<file path="config.mk">
export PLATFORM = sky130hd
export DESIGN_NAME = boolean_infix_to_postfix
export DESIGN_NICKNAME = d
export VERILOG_FILES = /design/src/hdl/bip_pkg.sv /design/src/hdl/bip_ram.sv /design/src/hdl/bip_ctrl.sv /design/src/hdl/bip_dp.sv /design/src/hdl/boolean_infix_to_postfix.sv
export SDC_FILE = /design/constraint.sdc
export NUM_CORES = 1
export LEC_CHECK = 0
export ABC_CLOCK_PERIOD_IN_PS = 5900
export BUFFER_PORTS_ARGS = -buffer_cell sky130_fd_sc_hd__buf_2
export CAP_MARGIN = 10
export CORE_MARGIN = 2
export CORE_UTILIZATION = 60
export CTS_BUF_LIST = sky130_fd_sc_hd__clkbuf_4
export DETAILED_ROUTE_END_ITERATION = 12
export HOLD_SLACK_MARGIN = 0.03
export PLACE_DENSITY = 0.79
export RECOVER_POWER = 50
export SLEW_MARGIN = 20
export SYNTH_ARGS = -nofsm -noshare
export SYNTH_HDL_FRONTEND = slang
export SYNTH_SLANG_ARGS = --single-unit
</file>
<file path="constraint.sdc">
create_clock -name clk -period 5.9 [get_ports clk]
set_clock_uncertainty 0.1 [all_clocks]
set_input_delay 0.885 -clock clk [delete_from_list [all_inputs] [get_ports clk]]
set_output_delay 0.885 -clock clk [all_outputs]
set_load 0.05 [all_outputs]
</file>
<file path="src/hdl/bip_pkg.sv">
// ----------------------------------------------------------------------------
// bip_pkg
// Shared token codes, status codes, FSM states and the control/status bundles
// that pass between the infix-to-postfix controller and its datapath.
// ----------------------------------------------------------------------------
package bip_pkg;

  // Token and result kinds
  localparam logic [2:0] KIND_OPERAND = 3'd0;
  localparam logic [2:0] KIND_OR      = 3'd1;
  localparam logic [2:0] KIND_AND     = 3'd2;
  localparam logic [2:0] KIND_NOT     = 3'd3;
  localparam logic [2:0] KIND_OPEN    = 3'd4;
  localparam logic [2:0] KIND_CLOSE   = 3'd5;
  localparam logic [2:0] KIND_END     = 3'd6;

  // Result kind of the end status beat
  localparam logic [2:0] KIND_STATUS  = 3'd4;

  // Operator stack entry for an open paren (low two bits of KIND_OPEN)
  localparam logic [1:0] ENTRY_PAREN  = 2'd0;

  // End status codes
  localparam logic [1:0] STAT_OK      = 2'd0;
  localparam logic [1:0] STAT_PAREN   = 2'd1;
  localparam logic [1:0] STAT_OVF     = 2'd2;

  typedef enum logic [2:0] {
    ST_IDLE,
    ST_EMIT_OPND,
    ST_OPEN_PUSH,
    ST_OP_POP,
    ST_CLOSE_POP,
    ST_FLUSH,
    ST_END_POP,
    ST_END_STAT
  } bip_state_t;

  // Controller to datapath
  typedef struct packed {
    logic latch;      // capture the accepted token
    logic push;       // push the token's stack code
    logic pop;        // drop the stack top
    logic to_pend;    // move stack top into the pending slot
    logic to_out;     // move stack top straight to the output, not last
    logic emit_opnd;  // send the operand beat
    logic emit_stat;  // send the end status beat, clear stack and error
    logic flush;      // send the pending operator as the last beat
    logic err_ovf;    // flag stack overflow
    logic err_paren;  // flag mismatched parens
  } bip_cmd_t;

  // Datapath to controller
  typedef struct packed {
    logic err_nz;
    logic cnt_zero;
    logic cnt_full;
    logic top_paren;
    logic top_pops;
    logic pend_valid;
    logic out_free;
  } bip_sts_t;

endpackage

</file>
<file path="src/hdl/bip_ram.sv">
// ----------------------------------------------------------------------------
// bip_ram
// Generic single-write, single-read RAM with registered read data
// (read returns the old contents on a same-address write).
// ----------------------------------------------------------------------------
module bip_ram #(
  parameter int WIDTH = 2,
  parameter int DEPTH = 32
) (
  input  logic                     clk,
  input  logic                     we,
  input  logic [$clog2(DEPTH)-1:0] waddr,
  input  logic [WIDTH-1:0]         wdata,
  input  logic [$clog2(DEPTH)-1:0] raddr,
  output logic [WIDTH-1:0]         rdata
);

  logic [WIDTH-1:0] mem [DEPTH];
  logic [WIDTH-1:0] rdata_r;

  always_ff @(posedge clk) begin
    if (we) begin
      mem[waddr] <= wdata;
    end
    rdata_r <= mem[raddr];
  end

  assign rdata = rdata_r;

endmodule

</file>
<file path="src/hdl/bip_ctrl.sv">
// ----------------------------------------------------------------------------
// bip_ctrl
// Sequencer for one token at a time: decode, pop loop, push, flush, status.
// ----------------------------------------------------------------------------
module bip_ctrl
  import bip_pkg::*;
(
  input  logic       clk,
  input  logic       rst_n,
  input  logic       in_valid,
  input  logic [2:0] in_token_kind,
  output logic       in_stall,
  input  bip_sts_t   sts,
  output bip_cmd_t   cmd
);

  bip_state_t state_r, state_nxt;
  logic       pend_ok;

  // a pop into the pending slot may need to push the old pending beat out
  assign pend_ok = !sts.pend_valid || sts.out_free;

  always_ff @(posedge clk) begin
    if (!rst_n) begin
      state_r <= ST_IDLE;
    end else begin
      state_r <= state_nxt;
    end
  end

  // next state
  always_comb begin
    state_nxt = state_r;
    unique case (state_r)
      ST_IDLE: begin
        if (in_valid) begin
          priority if (in_token_kind == KIND_END) begin
            state_nxt = sts.err_nz ? ST_END_STAT : ST_END_POP;
          end else if (sts.err_nz) begin
            state_nxt = ST_IDLE;
          end else begin
            unique case (in_token_kind)
              KIND_OPERAND:                   state_nxt = ST_EMIT_OPND;
              KIND_OR, KIND_AND, KIND_NOT:    state_nxt = ST_OP_POP;
              KIND_OPEN:                      state_nxt = ST_OPEN_PUSH;
              KIND_CLOSE:                     state_nxt = ST_CLOSE_POP;
              default:                        state_nxt = ST_IDLE;
            endcase
          end
        end
      end
      ST_EMIT_OPND: begin
        if (sts.out_free) state_nxt = ST_IDLE;
      end
      ST_OPEN_PUSH: state_nxt = ST_IDLE;
      ST_OP_POP: begin
        if (!(!sts.cnt_zero && sts.top_pops)) begin
          state_nxt = sts.pend_valid ? ST_FLUSH : ST_IDLE;
        end
      end
      ST_CLOSE_POP: begin
        if (sts.cnt_zero || sts.top_paren) begin
          state_nxt = sts.pend_valid ? ST_FLUSH : ST_IDLE;
        end
      end
      ST_FLUSH: begin
        if (sts.out_free) state_nxt = ST_IDLE;
      end
      ST_END_POP: begin
        if (sts.cnt_zero || sts.top_paren) state_nxt = ST_END_STAT;
      end
      ST_END_STAT: begin
        if (sts.out_free) state_nxt = ST_IDLE;
      end
      default: state_nxt = ST_IDLE;
    endcase
  end

  // outputs
  always_comb begin
    cmd      = '0;
    in_stall = 1'b1;
    unique case (state_r)
      ST_IDLE: begin
        in_stall  = 1'b0;
        cmd.latch = in_valid;
      end
      ST_EMIT_OPND: cmd.emit_opnd = sts.out_free;
      ST_OPEN_PUSH: begin
        if (sts.cnt_full) cmd.err_ovf = 1'b1;
        else              cmd.push    = 1'b1;
      end
      ST_OP_POP: begin
        if (!sts.cnt_zero && sts.top_pops) begin
          cmd.pop     = pend_ok;
          cmd.to_pend = pend_ok;
        end else if (sts.cnt_full) begin
          cmd.err_ovf = 1'b1;
        end else begin
          cmd.push = 1'b1;
        end
      end
      ST_CLOSE_POP: begin
        priority if (sts.cnt_zero) begin
          cmd.err_paren = 1'b1;
        end else if (sts.top_paren) begin
          cmd.pop = 1'b1;
        end else begin
          cmd.pop     = pend_ok;
          cmd.to_pend = pend_ok;
        end
      end
      ST_FLUSH: cmd.flush = sts.out_free;
      ST_END_POP: begin
        priority if (sts.cnt_zero) begin
          cmd = '0;
        end else if (sts.top_paren) begin
          cmd.err_paren = 1'b1;
        end else begin
          cmd.pop    = sts.out_free;
          cmd.to_out = sts.out_free;
        end
      end
      ST_END_STAT: cmd.emit_stat = sts.out_free;
      default: cmd = '0;
    endcase
  end

  a_idle_no_pend: assert property (@(posedge clk) disable iff (!rst_n)
    (state_r == ST_IDLE) |-> !sts.pend_valid)
    else $error("pending operator left over in idle");

  a_push_not_full: assert property (@(posedge clk) disable iff (!rst_n)
    cmd.push |-> !sts.cnt_full)
    else $error("push into a full stack");

  a_pop_not_empty: assert property (@(posedge clk) disable iff (!rst_n)
    cmd.pop |-> !sts.cnt_zero)
    else $error("pop from an empty stack");

endmodule

</file>
<file path="src/hdl/bip_dp.sv">
// ----------------------------------------------------------------------------
// bip_dp
// Token register, operator stack with count, sticky error, pending operator
// slot and the output register.
// ----------------------------------------------------------------------------
module bip_dp
  import bip_pkg::*;
#(
  parameter int STACK_DEPTH = 32
) (
  input  logic       clk,
  input  logic       rst_n,
  input  logic [2:0] in_token_kind,
  input  logic [7:0] in_operand_id,
  input  bip_cmd_t   cmd,
  output bip_sts_t   sts,
  output logic       out_valid,
  input  logic       out_stall,
  output logic [2:0] out_kind,
  output logic [7:0] out_operand_id,
  output logic [1:0] out_status,
  output logic       out_last
);

  localparam int AW = $clog2(STACK_DEPTH);
  localparam int CW = $clog2(STACK_DEPTH + 1);

  logic [2:0]    tok_kind_r;
  logic [7:0]    tok_id_r;
  logic [CW-1:0] count_r, count_nxt, count_dec;
  logic [1:0]    err_r, err_nxt;
  logic          pend_valid_r, pend_valid_nxt;
  logic [1:0]    pend_kind_r;
  logic          byp_valid_r;
  logic [1:0]    byp_val_r;
  logic [1:0]    ram_rdata, top;
  logic [2:0]    top_ext;
  logic          out_free, out_load;
  logic          out_valid_r;
  logic [2:0]    out_kind_r, out_kind_nxt;
  logic [7:0]    out_id_r, out_id_nxt;
  logic [1:0]    out_stat_r, out_stat_nxt;
  logic          out_last_r, out_last_nxt;

  // stack: read address tracks the next top; a fresh push is bypassed
  assign count_dec = count_nxt - CW'(1);

  bip_ram #(.WIDTH(2), .DEPTH(STACK_DEPTH)) u_stack (
    .clk   (clk),
    .we    (cmd.push),
    .waddr (count_r[AW-1:0]),
    .wdata (tok_kind_r[1:0]),
    .raddr (count_dec[AW-1:0]),
    .rdata (ram_rdata)
  );

  assign top     = byp_valid_r ? byp_val_r : ram_rdata;
  assign top_ext = {1'b0, top};

  always_comb begin
    count_nxt = count_r;
    if (cmd.emit_stat)  count_nxt = '0;
    else if (cmd.push)  count_nxt = count_r + CW'(1);
    else if (cmd.pop)   count_nxt = count_r - CW'(1);
  end

  always_comb begin
    err_nxt = err_r;
    if (cmd.emit_stat)                           err_nxt = STAT_OK;
    else if (cmd.err_ovf && err_r == STAT_OK)    err_nxt = STAT_OVF;
    else if (cmd.err_paren && err_r == STAT_OK)  err_nxt = STAT_PAREN;
  end

  always_comb begin
    pend_valid_nxt = pend_valid_r;
    if (cmd.to_pend)    pend_valid_nxt = 1'b1;
    else if (cmd.flush) pend_valid_nxt = 1'b0;
  end

  // output register
  assign out_free = !out_valid_r || !out_stall;
  assign out_load = cmd.to_out || cmd.emit_opnd || cmd.emit_stat || cmd.flush ||
                    (cmd.to_pend && pend_valid_r);

  always_comb begin
    out_kind_nxt = out_kind_r;
    out_id_nxt   = out_id_r;
    out_stat_nxt = out_stat_r;
    out_last_nxt = out_last_r;
    priority if (cmd.emit_opnd) begin
      out_kind_nxt = KIND_OPERAND;
      out_id_nxt   = tok_id_r;
      out_stat_nxt = STAT_OK;
      out_last_nxt = 1'b1;
    end else if (cmd.emit_stat) begin
      out_kind_nxt = KIND_STATUS;
      out_id_nxt   = '0;
      out_stat_nxt = err_r;
      out_last_nxt = 1'b1;
    end else if (cmd.to_out) begin
      out_kind_nxt = top_ext;
      out_id_nxt   = '0;
      out_stat_nxt = STAT_OK;
      out_last_nxt = 1'b0;
    end else if (cmd.flush || (cmd.to_pend && pend_valid_r)) begin
      out_kind_nxt = {1'b0, pend_kind_r};
      out_id_nxt   = '0;
      out_stat_nxt = STAT_OK;
      out_last_nxt = cmd.flush;
    end
  end

  always_ff @(posedge clk) begin
    if (!rst_n) begin
      count_r      <= '0;
      err_r        <= STAT_OK;
      pend_valid_r <= 1'b0;
      byp_valid_r  <= 1'b0;
      out_valid_r  <= 1'b0;
    end else begin
      count_r      <= count_nxt;
      err_r        <= err_nxt;
      pend_valid_r <= pend_valid_nxt;
      byp_valid_r  <= cmd.push;
      out_valid_r  <= out_load || (out_valid_r && out_stall);
    end
  end

  always_ff @(posedge clk) begin
    if (cmd.latch) begin
      tok_kind_r <= in_token_kind;
      tok_id_r   <= in_operand_id;
    end
    if (cmd.push)    byp_val_r   <= tok_kind_r[1:0];
    if (cmd.to_pend) pend_kind_r <= top;
    if (out_load) begin
      out_kind_r <= out_kind_nxt;
      out_id_r   <= out_id_nxt;
      out_stat_r <= out_stat_nxt;
      out_last_r <= out_last_nxt;
    end
  end

  // status to controller
  always_comb begin
    sts.err_nz     = (err_r != STAT_OK);
    sts.cnt_zero   = (count_r == '0);
    sts.cnt_full   = (count_r == CW'(STACK_DEPTH));
    sts.top_paren  = (top == ENTRY_PAREN);
    sts.top_pops   = (top != ENTRY_PAREN) &&
                     ((top_ext > tok_kind_r) ||
                      (top_ext == tok_kind_r && tok_kind_r != KIND_NOT));
    sts.pend_valid = pend_valid_r;
    sts.out_free   = out_free;
  end

  assign out_valid      = out_valid_r;
  assign out_kind       = out_kind_r;
  assign out_operand_id = out_id_r;
  assign out_status     = out_stat_r;
  assign out_last       = out_last_r;

  a_count_bound: assert property (@(posedge clk) disable iff (!rst_n)
    count_r <= CW'(STACK_DEPTH))
    else $error("stack count beyond depth");

  a_load_when_free: assert property (@(posedge clk) disable iff (!rst_n)
    out_load |-> out_free)
    else $error("output register overwritten while stalled");

  a_status_last: assert property (@(posedge clk) disable iff (!rst_n)
    (out_valid_r && out_kind_r != KIND_OPERAND && out_kind_r != KIND_OR &&
     out_kind_r != KIND_AND && out_kind_r != KIND_NOT) |-> out_last_r)
    else $error("end status beat not marked last");

endmodule

</file>
<file path="src/hdl/boolean_infix_to_postfix.sv">
// An operand or open paren token is latched in idle, then emitted or pushed;
//   an operator or a close paren pops operators off the stack into the pending
//   slot, then releases the final pending beat.
// The pop loop through the stack RAM read port moves one operator per cycle
//   while the output is free; a new token is taken only back in idle.
// End pops the stack out ahead of the status beat; on an error, status only.
// Reset (synchronous, rst_n low): stack empty, no error, no beat pending.
// ----------------------------------------------------------------------------
// boolean_infix_to_postfix
// Shunting-yard converter from infix boolean-query tokens to postfix beats,
// built as an FSM controller over a stack/output datapath.
// ----------------------------------------------------------------------------
module boolean_infix_to_postfix
  import bip_pkg::*;
#(
  parameter int STACK_DEPTH = 32
) (
  input  logic       clk,
  input  logic       rst_n,
  // token input channel
  input  logic       in_valid,
  output logic       in_stall,
  input  logic [2:0] in_token_kind,
  input  logic [7:0] in_operand_id,
  // postfix result channel
  output logic       out_valid,
  input  logic       out_stall,
  output logic [2:0] out_kind,
  output logic [7:0] out_operand_id,
  output logic [1:0] out_status,
  output logic       out_last
);

  bip_cmd_t cmd;
  bip_sts_t sts;

  // The controller takes one token per visit to idle. Operators pop into a
  // one-deep pending slot so the last popped beat can carry the last flag
  // once the loop knows it is done; end pops go straight out, since the
  // status beat always closes the group.
  bip_ctrl u_ctrl (
    .clk           (clk),
    .rst_n         (rst_n),
    .in_valid      (in_valid),
    .in_token_kind (in_token_kind),
    .in_stall      (in_stall),
    .sts           (sts),
    .cmd           (cmd)
  );

  // Stack in a RAM with a registered read that always fetches the next top;
  // the output register holds a finished beat while the next work goes on.
  bip_dp #(.STACK_DEPTH(STACK_DEPTH)) u_dp (
    .clk            (clk),
    .rst_n          (rst_n),
    .in_token_kind  (in_token_kind),
    .in_operand_id  (in_operand_id),
    .cmd            (cmd),
    .sts            (sts),
    .out_valid      (out_valid),
    .out_stall      (out_stall),
    .out_kind       (out_kind),
    .out_operand_id (out_operand_id),
    .out_status     (out_status),
    .out_last       (out_last)
  );

endmodule
</file>
# == After elaboration in Yosys (flattened, before gate mapping) ==
# Memory sizes are Yosys's and may differ from the RTL's. A register that Yosys moved wholly into a read port is not among the register bits.
# Cells that the tools add are included.
# op_classes
n_addsub,3
multipliers,0
div,0
n_lt_le_gt_ge,1
eq_ne,21
n_shift,0
mux,56
bitwise,1
reduce_logical,38
# ops
op,count
$mux W3,11
$mux W8,4
$mux W1,24
$eq A3 B3 Y1 const B,7
$mux W6,3
$pmux W3 S6,1
$mux W2,8
$eq A3 B2 Y1 const B,4
$pmux W3 S4,1
$logic_or A1 B1 Y1,10
$reduce_or A3 Y1,3
$reduce_bool A2 Y1,4
$logic_and A1 B1 Y1,7
$add A6 B1 Y6 const B,1
$eq A3 B1 Y1 const B,2
$eq A6 B6 Y1 const B,1
$logic_not A3 Y1,2
$logic_not A6 Y1,1
$ne A2 B1 Y1 const B,3
$pmux W1 S2,3
$pmux W2 S3,1
$sub A6 B1 Y6 const B,1
$reduce_and A5 Y1,1
$sub A5 B1 Y5 const B,1
other kinds (10),16
# totals
register_bits,43
latchBits,0
ram_bits,64
mem_bits_ro,0
inputBits,15
out_inout_bits,16
wordCells,137
memories,1
# mem_list
memory,words,word_bits,rd,rd_ports_with_merged_regs,wr,line_no,rtl
u_dp.u_stack.mem,32,2,1,1,1,bip_ram.sv:18,logic [WIDTH-1:0] mem [DEPTH];

# == Logic depth before layout (Yosys ltp) ==
# logic_depth
ltp_word,14
ltp_mapped,15
mapped_depth_nobuf,13

# == Cells and area by module ==
# Synthesis repeated with hierarchy kept, for this count alone.
# unflattened
hier_cells,389
area_unflattened_um2,4981.0
# by_module_without_submodules
module,instances,cells_each,area_per_inst_um2,seq_area_each_um2
bip_ram,1,184,2783.9,1961.9
bip_dp,1,139,1727.9,1091.0
bip_ctrl,1,66,469.2,60.1

# == Worst setup path before layout ==
# No wires, ideal clock.
# synth_timing
path_kind,reg2reg
start,register u_dp.tok_kind_r[1]
end,"register u_dp.u_stack.rdata_r[0], in the netlist u_dp.u_stack.rdata[0] (read register of u_dp.u_stack.mem)"
setup_time_ns,0.134
arrival_time_ns,5.018
t_required_ns,5.666
slack_ns,0.648
path_stages_with_launch,16
path_buffers,2
synth_period_minus_slack_ns,5.252
path_cell_list,edfxtp_1 -> inv_1 -> ha_1 -> nand4_1 -> nand2_1 -> o41a_2 -> nand2_2 -> inv_2 -> or3_1 -> a31o_2 -> ha_1 -> buf_1 -> clkbuf_1 -> mux4_1 -> mux2_2 -> mux4_2
# synth_rtl
item,line_no,rtl
start: declaration,bip_dp.sv:28,logic [2:0] tok_kind_r;
start signal: assignment,bip_dp.sv:131,tok_kind_r <= in_token_kind;
end: declaration,bip_ram.sv:19,logic [WIDTH-1:0] rdata_r;

==> impl_metrics.csv <==
group,metric,value,unit
die,ios,31,
synthesis,synthTopCellsByCount,"edfxtp_1 (93), nor2_1 (51), nand2_1 (21), dfxtp_1 (16), mux4_2 (14)",
pwr,vdd_drop_max,0.356,mV
route,drt_iter0_drc,305,
route,drc_errors,0,
clocking,cts.sink_count,109,
critical_path,r2r_cells,14,
cells_and_area,fillCellCount,597,
critical_path,max_stage_delay,0.58,ns
synthesis,yosys_register_bits,109,
cells_and_area,syn2layout_area_growth,7.86,%
synthesis,ys_top_cells_by_area,"edfxtp_1 (57%), dfxtp_1 (6.5%), mux4_2 (6.4%)",
clocking,hold_buffers,0,
sta,report.final.slew_viol_count,0,
critical_path,worstPathArrival,5.34,ns
cells_and_area,antenna_cells,0,
sta,hold_viol,0,
cells_and_area,drive_above_1_share,18.7,%
synthesis,synth_ff_type,"edfxtp_1",
min_path,hp-start,"u_dp.tok_id_r[2]",
route,num_vias,3044,
critical_path,timing.rr.end,"u_dp.u_stack.rdata[0]",
min_path,hp-class,"flop to flop",
grt,grt_max_degree,36,
synthesis,synth_edf_count,93,
clocking,post_cts_buffers,0,
min_path,hold_depth,1,
grt,grt_antenna_before_repair,0,
pwr,p_sw_share,39.4,%
critical_path,critPathMaxFanout,9,
critical_path,critical_path_required,6.16,ns
pwr,seq_power_share,34.5,%
die,die_y,94.4,µm
place,gp_congestion,0.899,
route,wire_per_inst,18.8,µm
clocking,h-tree-depth,3,
flow_run,drv_cap,0,
synthesis,yosys_warnings,0,
die,die_w,94.4,µm
critical_path,r2r_slack,0.82,ns
sta,relSlewSlack,39.2,%
sta,setup_violations,0,
synthesis,synth_nets,373,
grt,grt_pass1_vias,2971,
critical_path,setup.worst_path.start_class,"flop",
clocking,post_cts_resized,0,
route,via_per_inst,6.17,
grt,gr-usage-all-layers,22.8,%
grt,overflow,0,
critical_path,crit_chain,"mux2_1 > ha_1 > nand4_1 > nand2_1 > o41a_2 > nand2_2 > inv_2 > or3_1 > a31o_2 > ha_1 > buf_4 > mux4_2 > mux2_1 > mux4_2",
route,ant_nets,0,
pwr,netSwitchingPower,0.00123,W
critical_path,slowest_stage,"ha_1",
die,design.core.area,7810,µm²
sta,period_share,86.1,%
sta,worst-slew-pin-transition,0.905,ns
synthesis,yosys.area.top_type,"edfxtp_1",
die,die-area,8920,µm²
clocking,clkTransAtPathRegs,0.16,ns
critical_path,worst-setup-path-type,"flop to flop",
clocking,clock_latency,0.47,ns
critical_path,cp-end-kind,"flop",
cells_and_area,design_area,5290,µm²
critical_path,reg2reg_from,"u_dp.byp_valid_r",
die,initial_core_util,62.8,%
synthesis,syn_inst,351,
pwr,p_clk_share,12.6,%
synthesis,synth_top_cell_area_share,56.9,%
cells_and_area,seq_area,3110,µm²
pwr,power_density,591,nW/µm²
synthesis,ys_types,60,
clocking,cts_inserted_buffers,9,
synthesis,synth_area,4910,µm²
place,io_buffers,30,
synthesis,synth_seq_area_share,63.5,%
run_status,status,"finished clean",
grt,grt_pass1_wl,14900,µm
clocking,clockBufferDepth,2,
sta,setup-tns-final,0,ns
synthesis,async_flop_share,0,%
clocking,cts_tree,"done",
place,dp_hpwl,6470,µm
clocking,cts-root-buf,"clkbuf_4",
route,dr.pass1.iters,5,
pwr,p_leak,1.73,nW
sta,rsz0062_at_grt,"false",
pwr,p_int,0.00190,W
die,num_rows,32,
cells_and_area,multiInputGateArea,1700,µm²
sta,finalCriticalPeriod,5.08,ns
route,routed_wl,9290,µm
place,place_area,5160,µm²
min_path,holdPathEnd,"u_dp.out_operand_id[2]",
synthesis,yosysMostFrequentCell,"edfxtp_1",
cells_and_area,fin_nets,408,
pwr,combPwrFrac,53.0,%
sta,fmax,197,MHz
synthesis,avgSynthCellArea,14.0,µm²
## flip-flops by register name, indices dropped and copies added, names as in the netlist
register,cells
u_dp.u_stack.mem,64
u_dp.out_operand_id,8
u_dp.tok_id_r,8
u_dp.count_r,6
u_ctrl.state_r,3
u_dp.out_kind,3
u_dp.tok_kind_r,3
u_dp.byp_val_r,2
u_dp.err_r,2
u_dp.out_status,2
u_dp.pend_kind_r,2
u_dp.u_stack.rdata,2
u_dp.byp_valid_r,1
u_dp.out_last,1
u_dp.out_valid,1
u_dp.pend_valid_r,1
## critical path: cells and delay by family (launching register included)
family,cells,cell delay [ns]
mux,4,1.65
fa+ha+maj,2,0.90
compound gates,2,0.77
simple gates,4,0.72
flops,1,0.42
buf+inv,2,0.41
## how the worst max path moves through the flow
stage	end	startpoint	slack [ns]
3_3_place_gp	u_dp.u_stack.rdata[0]	u_dp.byp_valid_r	0.98
2_1_floorplan	u_dp.u_stack.rdata[0]	u_dp.tok_kind_r[1]	0.65
4_1_cts	u_dp.u_stack.rdata[0]	u_dp.byp_valid_r	0.80
5_1_grt	u_dp.u_stack.rdata[0]	u_dp.byp_valid_r	0.59
3_5_place_dp	u_dp.u_stack.rdata[0]	u_dp.byp_valid_r	0.84
6_report	u_dp.u_stack.rdata[0]	u_dp.byp_valid_r	0.82
## logic make-up after synthesis
group	Yosys count	synth area share [%]
muxes	29	11.1
buffers and inverters	22	1.94
AOI/OAI and AO/OA	41	6.25
adders and majority gates	7	1.79
and+or+nand+nor	138	14.5
DFF	109	63.5
xor gates and xnor gates	5	1.05
## cells in the final DEF (no fill, tap or decap), drive strengths merged, types with 10 or more instances in the layout
master | netlist | final
edfxtp | 93 | 93
nor2 | 52 | 52
clkbuf | 5 | 27
nand2 | 23 | 23
mux4 | 18 | 18
dfxtp | 16 | 16
buf | 4 | 16
inv | 11 | 14
and2 | 13 | 13
a21oi | 11 | 11
mux2 | 10 | 10
## per-layer routing
| layer | track usage [%] | up-vias | wire length [µm] |
|---|---|---|---|
| li1 | - | 1403 | - |
| met1 | 31.9 | 1535 | 4040 |
| met2 | 36.8 | 91 | 4600 |
| met3 | 3.43 | 15 | 492 |
| met4 | 8.09 | 0 | 161 |
| met5 | 0 | - | 0 |
## final cells by class
class / instances / share of cell area, %
clock buffers: 10 / 1.42
repair buffers: 33 / 2.86
inverters: 13 / 0.922
well taps: 102 / 2.41
multi-input cells: 220 / 32.1
flip-flops and latches: 109 / 58.8
clock inverters: 6 / 1.47
## power groups by stage
stage / registers, W / clock network (W) / logic (W)
CTS: 0.00108 / 0.000399 / 0.00167
floorplan: 0.00115 / 0 / 0.00128
finish: 0.00108 / 0.000393 / 0.00166
global route: 0.00109 / 0.000427 / 0.00179
detailed placement: 0.00109 / 0 / 0.00167
global placement: 0.00109 / 0 / 0.00162
## per-stage QoR
| step | power, W | hold WS [ns] | instances | utilization, % | setup slack, ns |
|---|---|---|---|---|---|
| 3_5_place_dp | 0.00276 | 0.412 | 477 | 66.1 | 0.837 |
| 5_1_grt | 0.00331 | 0.455 | 493 | 67.8 | 0.591 |
| 2_1_floorplan | 0.00243 | 0.384 | 351 | - | 0.648 |
| 6_report | 0.00313 | 0.452 | 493 | 67.8 | 0.819 |
| 3_3_place_gp | 0.00271 | 0.398 | 477 | 66.1 | 0.980 |
| 4_1_cts | 0.00315 | 0.451 | 493 | 68.0 | 0.804 |
(Power assumes the default switching activity.)
